**src/rtl/thin_multipole_kick_unit_defines.svh**
```systemverilog
// ----------------------------------------------------------------------------
// thin multipole kick unit assertion macros
// concurrent check wrappers, compiled out for synthesis
// ----------------------------------------------------------------------------
`ifndef THIN_MULTIPOLE_KICK_UNIT_DEFINES_SVH
`define THIN_MULTIPOLE_KICK_UNIT_DEFINES_SVH

`ifndef SYNTHESIS
// same-cycle implication
`define TMK_ASSERT_IMPL(name, clk, rstn, ante, cons) \
    name: assert property (@(posedge clk) disable iff (!rstn) (ante) |-> (cons)) \
        else $error("tmk check failed: same-cycle implication");
// next-cycle implication
`define TMK_ASSERT_NEXT(name, clk, rstn, ante, cons) \
    name: assert property (@(posedge clk) disable iff (!rstn) (ante) |=> (cons)) \
        else $error("tmk check failed: next-cycle implication");
`else
`define TMK_ASSERT_IMPL(name, clk, rstn, ante, cons)
`define TMK_ASSERT_NEXT(name, clk, rstn, ante, cons)
`endif

`endif

```
**src/rtl/tmk_pkg.sv**
```systemverilog
// ----------------------------------------------------------------------------
// tmk_pkg
// shared types and constants of the thin multipole kick unit
// ----------------------------------------------------------------------------
`default_nettype none

package tmk_pkg;

    localparam int DATA_W        = 32;
    localparam int ORD_FIELD_W   = 5;
    localparam int MODE_W        = 2;
    localparam int APB_ADDR_W    = 4;
    localparam int MAX_ORDER_DEF = 16;
    localparam int FRAC_BITS_DEF = 24;

    // kick modes
    localparam logic [MODE_W-1:0] MODE_DIPOLE   = 2'd0;
    localparam logic [MODE_W-1:0] MODE_SINGLE   = 2'd1;
    localparam logic [MODE_W-1:0] MODE_COMPOUND = 2'd2;

    // request types
    localparam logic REQ_LOAD = 1'b0;
    localparam logic REQ_KICK = 1'b1;

    // register indexes (paddr[3:2])
    localparam logic [1:0] REG_KICK_SCALE = 2'd0;
    localparam logic [1:0] REG_KICK_MODE  = 2'd1;
    localparam logic [1:0] REG_POLE_POWER = 2'd2;
    localparam logic [1:0] REG_TOP_ORDER  = 2'd3;

    // complex multiply issued to the datapath
    typedef enum logic [1:0] {
        MUL_NONE,
        MUL_POW,
        MUL_COEF,
        MUL_SCALE
    } mul_op_t;

    typedef enum logic [3:0] {
        ST_IDLE,
        ST_DIP,
        ST_MP,
        ST_MPW,
        ST_COEF,
        ST_CPOW,
        ST_CACC,
        ST_SCALE,
        ST_SWAIT,
        ST_FIN,
        ST_DONE
    } ctrl_state_t;

    typedef struct packed {
        logic    load;
        logic    table_wr;
        mul_op_t mul_op;
        logic    scale_src_pow;
        logic    acc_en;
        logic    fin_en;
        logic    dip_en;
        logic    push;
    } dp_cmd_t;

endpackage

`default_nettype wire

```
**src/rtl/tmk_ctrl.sv**
```systemverilog
// ----------------------------------------------------------------------------
// tmk_ctrl
// sequencer of the kick unit: handshakes, order counter, datapath commands
// ----------------------------------------------------------------------------
`default_nettype none

module tmk_ctrl #(
    parameter int MAX_ORDER = tmk_pkg::MAX_ORDER_DEF,
    localparam int IDX_W    = $clog2(MAX_ORDER + 1)
) (
    input  wire logic                            aclk,
    input  wire logic                            aresetn,
    input  wire logic                            s_valid,
    output logic                                 s_ready,
    input  wire logic                            s_req_type,
    output logic                                 m_valid,
    input  wire logic                            m_ready,
    input  wire logic [tmk_pkg::MODE_W-1:0]      kick_mode,
    input  wire logic [tmk_pkg::ORD_FIELD_W-1:0] pole_power,
    input  wire logic [tmk_pkg::ORD_FIELD_W-1:0] top_order,
    input  wire logic                            scale_zero,
    output tmk_pkg::dp_cmd_t                     cmd,
    output logic [IDX_W-1:0]                     coef_sel
);

    function automatic logic [IDX_W-1:0] clamp_order(
        input logic [tmk_pkg::ORD_FIELD_W-1:0] v
    );
        logic [IDX_W-1:0] r;
        if (v == '0) begin
            r = IDX_W'(1);
        end else if (32'(v) > 32'(MAX_ORDER)) begin
            r = IDX_W'(MAX_ORDER);
        end else begin
            r = IDX_W'(v);
        end
        return r;
    endfunction

    tmk_pkg::ctrl_state_t state_reg, state_next;
    logic [IDX_W-1:0]     k_reg, k_next;
    logic                 out_valid_reg, out_valid_next;
    logic [IDX_W-1:0]     n_sel;
    logic                 k_less;
    logic                 accept;

    always_ff @(posedge aclk) begin
        if (!aresetn) begin
            state_reg     <= tmk_pkg::ST_IDLE;
            k_reg         <= IDX_W'(1);
            out_valid_reg <= 1'b0;
        end else begin
            state_reg     <= state_next;
            k_reg         <= k_next;
            out_valid_reg <= out_valid_next;
        end
    end

    assign s_ready  = (state_reg == tmk_pkg::ST_IDLE);
    assign m_valid  = out_valid_reg;
    assign accept   = s_valid && s_ready;
    assign n_sel    = (kick_mode == tmk_pkg::MODE_SINGLE) ? clamp_order(pole_power)
                                                          : clamp_order(top_order);
    assign k_less   = (k_reg < n_sel);
    assign coef_sel = k_reg;

    always_comb begin
        state_next        = state_reg;
        k_next            = k_reg;
        cmd               = '0;
        cmd.mul_op        = tmk_pkg::MUL_NONE;
        cmd.scale_src_pow = (kick_mode == tmk_pkg::MODE_SINGLE);
        out_valid_next    = m_ready ? 1'b0 : out_valid_reg;

        case (state_reg)
            tmk_pkg::ST_IDLE: begin
                if (accept) begin
                    if (s_req_type == tmk_pkg::REQ_KICK) begin
                        cmd.load = 1'b1;
                        k_next   = IDX_W'(1);
                        if (scale_zero) begin
                            state_next = tmk_pkg::ST_DONE;
                        end else begin
                            case (kick_mode)
                                tmk_pkg::MODE_DIPOLE:   state_next = tmk_pkg::ST_DIP;
                                tmk_pkg::MODE_SINGLE:   state_next = tmk_pkg::ST_MP;
                                tmk_pkg::MODE_COMPOUND: state_next = tmk_pkg::ST_COEF;
                                default:                state_next = tmk_pkg::ST_DONE;
                            endcase
                        end
                    end else begin
                        cmd.table_wr = 1'b1;
                    end
                end
            end
            tmk_pkg::ST_DIP: begin
                cmd.dip_en = 1'b1;
                state_next = tmk_pkg::ST_DONE;
            end
            // single multipole: each power step multiplies in ST_MP, then advances the order in ST_MPW
            tmk_pkg::ST_MP: begin
                if (k_less) begin
                    cmd.mul_op = tmk_pkg::MUL_POW;
                    state_next = tmk_pkg::ST_MPW;
                end else begin
                    state_next = tmk_pkg::ST_SCALE;
                end
            end
            tmk_pkg::ST_MPW: begin
                k_next     = k_reg + IDX_W'(1);
                state_next = tmk_pkg::ST_MP;
            end
            // compound: coefficient term, next power, accumulate
            tmk_pkg::ST_COEF: begin
                cmd.mul_op = tmk_pkg::MUL_COEF;
                state_next = tmk_pkg::ST_CPOW;
            end
            tmk_pkg::ST_CPOW: begin
                if (k_less) begin
                    cmd.mul_op = tmk_pkg::MUL_POW;
                end
                state_next = tmk_pkg::ST_CACC;
            end
            tmk_pkg::ST_CACC: begin
                cmd.acc_en = 1'b1;
                if (k_less) begin
                    k_next     = k_reg + IDX_W'(1);
                    state_next = tmk_pkg::ST_COEF;
                end else begin
                    state_next = tmk_pkg::ST_SCALE;
                end
            end
            tmk_pkg::ST_SCALE: begin
                cmd.mul_op = tmk_pkg::MUL_SCALE;
                state_next = tmk_pkg::ST_SWAIT;
            end
            tmk_pkg::ST_SWAIT: begin
                state_next = tmk_pkg::ST_FIN;
            end
            tmk_pkg::ST_FIN: begin
                cmd.fin_en = 1'b1;
                state_next = tmk_pkg::ST_DONE;
            end
            tmk_pkg::ST_DONE: begin
                if (!out_valid_reg || m_ready) begin
                    cmd.push       = 1'b1;
                    out_valid_next = 1'b1;
                    state_next     = tmk_pkg::ST_IDLE;
                end
            end
            default: begin
                state_next = tmk_pkg::ST_IDLE;
            end
        endcase
    end

endmodule

`default_nettype wire

```
**config.mk**
```make
export PLATFORM = sky130hd
export DESIGN_NAME = tmk_ctrl
export DESIGN_NICKNAME = d
export VERILOG_FILES = /design/src/rtl/thin_multipole_kick_unit_defines.svh /design/src/rtl/tmk_pkg.sv /design/src/rtl/tmk_ctrl.sv
export SDC_FILE = /design/constraint.sdc
export NUM_CORES = 1
export LEC_CHECK = 0
export BUFFER_PORTS_ARGS = -buffer_cell sky130_fd_sc_hd__buf_2
export CAP_MARGIN = 20
export CORE_ASPECT_RATIO = 0.6
export CORE_MARGIN = 5
export CORE_UTILIZATION = 24
export CTS_CLUSTER_DIAMETER = 40
export DETAILED_ROUTE_END_ITERATION = 7
export PLACE_DENSITY = 0.53
export REMOVE_ABC_BUFFERS = 1
export SLEW_MARGIN = 20
export SYNTH_ARGS = -nofsm -noshare
export SYNTH_HDL_FRONTEND = slang
export SYNTH_SLANG_ARGS = --single-unit
```
**constraint.sdc**
```tcl
create_clock -name aclk -period 3.9 [get_ports aclk]
set_clock_uncertainty 0.2 [all_clocks]
set_input_delay 0.39 -clock aclk [delete_from_list [all_inputs] [get_ports aclk]]
set_output_delay 0.39 -clock aclk [all_outputs]
set_load 0.01 [all_outputs]
```
======== Word-level counts from Yosys, hierarchy flattened ========
Index checks and enable logic that the tools add are counted.
storage, ports and cells
  register bits after elaboration ......... 10
  latch bits .............................. 0
  bits in writable memories ............... 0
  memory bits (read-only) ................. 0
  memories kept ........................... 0
operators by class
  add/subtract/negate cells ............... 1
  multiply operators ...................... 0
  div/mod/pow operators ................... 0
  magnitude comparators ................... 3
  equality and inequality tests ........... 16
  shifts and indexed selects .............. 0
  muxes and demuxes ....................... 31
  bitwise operators ....................... 0
  reduce and logical (&&, ||, !) cells .... 12
operators with widths
  operator             count
  $mux 5               8
  $pmux 4 s10          1
  $eq 4x3->1 const B   4
  $mux 4               4
  $pmux 5 s3           1
  $eq 4x4->1 const B   3
  $pmux 4 s3           1
  $mux 1               11
  $gt 5x5->1 const B   2
  $logic_not 5->1      2
  $eq 4x2->1 const B   2
  $mux 2               3
  $pmux 2 s3           1
  $add 5x1->5 const B  1
  $lt 5x5->1           1
  $eq 4x1->1 const B   1
  $logic_not 4->1      1
  $ne 2x1->1 const B   2
  $ne 2x2->1 const B   2
  $reduce_and 4->1     1
  $reduce_or 2->1      2
  $mux 3               1
  $reduce_and 3->1     1
  $reduce_bool 3->1    1
  other kinds (6)      6

======== Longest topological paths before layout ========
  depth after elaboration ................. 7
  depth in mapped cells ................... 10

======== Worst setup path before layout ========
OpenSTA, ideal clock, no wires.
  kind .................................... input -> output
  start ................................... input kick_mode[0] (netlist name)
  end ..................................... output cmd[5] (netlist name)
  arrival ................................. 2169 ps
  path slack .............................. 1141 ps
  stages .................................. 9
  path through ............................ nor2b_1 > nor2_1 > or2_2 > ha_1 > a21oi_1 > o21ai_0 > o21bai_1 > a211oi_1 > a21o_1
RTL lines
  item         RTL line        text
  from (decl)  tmk_ctrl.sv:18  input wire logic [tmk_pkg::MODE_W-1:0] kick_mode,
  to (decl)    tmk_ctrl.sv:22  output tmk_pkg::dp_cmd_t cmd,

==> impl_metrics.csv <==
group,metric,value,unit
status,status,"completed",
final_layout,num_antenna_cells,0,
timing,fin_crit_sh,77.9,%
global_route,grtUsageMet3,3.36,%
timing,rsz0062_at_grt,"false",
global_route,grt_pass1_wl,4140,um
global_route,grt_pass1_vias,889,
routing,wire_per_inst,12.7,um
final_layout,fin_area,1110,um2
global_route,grt_overflow,0,
synth,synth_edf_count,0,
clocking,cts.sinks,10,
timing,period_minus_slack,3.04,ns
floorplan,die_y,56.4,um
floorplan,rows,16,
synth,synth-seq-cells,10,
pwr,power.switching,271,uW
routing,drt_iter0_drc,79,
synth,synthXorXnorAreaFrac,3.05,%
critical_path,cp_max_fo,5,
placement,io_buffers,33,
clocking,cts_root_buf,"clkbuf_8",
pwr,p_per_area,553,nW/um2
placement,place_congestion,0.880,
synth,yosysUniqueCellTypes,42,
pwr,seqPwrFrac,32.3,%
clocking,ctsResizeCount,0,
routing,vias_per_cell,4.85,
final_layout,layout_commonest_cell,"buf_2",
placement,dpl.hpwl,2000,um
synth,synth_top_area_cell,"dfxtp_1",
pwr,p_leak,0.000513,uW
synth,synth_simple_gate_area_share,33.3,%
routing,remaining_drc_errors,0,
timing,setup_viol_count_final,0,
floorplan,dieArea,4920,um2
pwr,sw_frac_of_total,44.0,%
timing,worstMarginPinSlew,0.600,ns
final_layout,largest_reg_flops,5,
clocking,postCtsSetupRepairBufs,0,
synth,synthAdderAreaFrac,7.27,%
floorplan,initial_core_util,25.7,%
global_route,grt-busiest-layer,"met1",
routing,wirelength,2410,um
synth,async_flop_share,0,%
pwr,p_clk_share,21.1,%
final_layout,num-fill-cells,351,
clocking,cts_tree,"built",
synth,yosysWarnings,0,
critical_path,end_kind,"primary output",
floorplan,num_io_pins,34,
synth,syn_inst,113,
final_layout,drive_above_1_share,31.7,%
timing,drv_slew,0,
clocking,htreeDepth,1,
critical_path,critPathRequiredTime,3.31,ns
global_route,grtUsageMet1,15.2,%
synth,synth_top_family_by_area,"simple AND/OR/NAND/NOR gates",
synth,synth_compound_area_share,28.3,%
global_route,antenna_found_initial,0,
global_route,grtUsageMet2,14.4,%
synth,syn_area_per_cell,7.62,um2
min_path,hold_path.class,"in2reg",
timing,max_slew_margin,59.5,%
clocking,clk_pin_slew,0.05,ns
floorplan,fp.dieW,87.3,um
clocking,cts_max_path_buffers,2,
final_layout,final_nets,169,
clocking,cts_buffers,3,
synth,synth-main-ff-cell,"dfxtp_1",
pwr,ir_drop,0.000166,V
clocking,worstSkewPairLatency,0.23,ns
synth,synth_area_leaders,"dfxtp_1 23%, ha_1 7.3%, a21oi_1 5.8%",
floorplan,core_area,3340,um2
synth,synth_seq_area_share,23.3,%
routing,ant_nets,0,
final_layout,post-route-util,33.2,%
critical_path,cp.arrival,2.45,ns
global_route,grt_max_degree,17,
min_path,hold_depth,2,
synth,synthMuxAreaShare,0,%
timing,tns,0,ns
critical_path,worstSetupPathType,"in2out",
timing,fin_hold_ws,0.272,ns
pwr,cell_internal_pwr,344,uW
job,drv_cap,0,
timing,fmax,329,MHz
synth,synth_top_area_share,23.3,%
final_layout,area_growth,29.1,%
placement,placed_cell_area,1060,um2
critical_path,r2r_cells,7,
clocking,cts_hold_buf,0,
global_route,track_usage,10.2,%
final_layout,most-common-layout-cells,"33 x buf_2, 12 x nand2_1, 10 x nor2_1, 10 x a21oi_1, 10 x dfxtp_1",
synth,netlist_area,861,um2
routing,first_pass_iters,4,
routing,vias,921,
timing,finalHoldViolCount,0,
critical_path,startpoint_type,"primary input",
pwr,p_comb_share,46.6,%
[area by class of cell]
cell class                 count  area (um2)  share of cell area, %
multi-input combinational     94         619                   55.7
timing repair buffer          33         165                   14.9
sequential                    10         200                   18.0
clock buffer                   4        55.1                   4.95
inverter                       4        15.0                   1.35
tap                           45        56.3                   5.07
[worst max-delay path: stages]
cell,delay (ns)
buf_2,0.11
nor2b_1,0.19
nor2_1,0.10
or2_2,0.31
ha_1,0.31
a21oi_1,0.13
o21ai_0,0.13
o21bai_1,0.24
a211oi_1,0.30
a21o_1,0.12
buf_2,0.12
[final timing paths]
kind	startpoint	to	slack (ns)
setup / recovery	kick_mode[0]	cmd[5]	0.86
hold / removal	aresetn	m_valid	0.27
setup reg to reg	coef_sel[2]	coef_sel[3]	1.81
hold reg to reg	coef_sel[4]	coef_sel[4]	0.31
[metal layers]
metal | vias to the layer above | part of all wire (%) | wire length, um
met5 | - | 0 | 0
met4 | 0 | 0 | 0
met3 | 0 | 7.3 | 175
met2 | 20 | 40 | 954
met1 | 416 | 53 | 1280
li1 | 485 | - | -
[power by group through the flow]
stage / Sequential [uW] / Combinational, uW / Clock [uW]
2_1_floorplan: 186 / 199 / 0
6_report: 199 / 287 / 130
4_1_cts: 198 / 290 / 134
5_1_grt: 208 / 323 / 141
3_3_place_gp: 201 / 289 / 0
3_5_place_dp: 200 / 288 / 0
[stage by stage]
stage,instances,setup WS (ns),power [uW]
2_1_floorplan,108,1.14,385
3_3_place_gp,186,0.970,490
3_5_place_dp,186,0.852,488
4_1_cts,190,0.855,622
5_1_grt,190,0.617,673
6_report,190,0.863,615
[synthesized netlist by cell type (2+ instances only)]
library cell,n
nor3_1,5
clkbuf_1,4
or2_2,2
a21oi_1,10
nor2_1,10
nand3_1,4
or3_1,2
nand2_1,12
ha_1,5
a211oi_1,2
o31ai_1,2
inv_1,4
xor2_1,3
nor2b_1,4
o21ai_0,5
dfxtp_1,10
a22oi_1,4
[logic make-up (layout without fill, tap and decap cells)]
logic type | after synthesis | in the layout
buf+inv | 9 | 41
fa+ha+maj | 5 | 5
flops | 10 | 10
compound gates | 35 | 35
xor+xnor | 3 | 3
simple gates | 51 | 51
(Power assumes the default switching activity.)
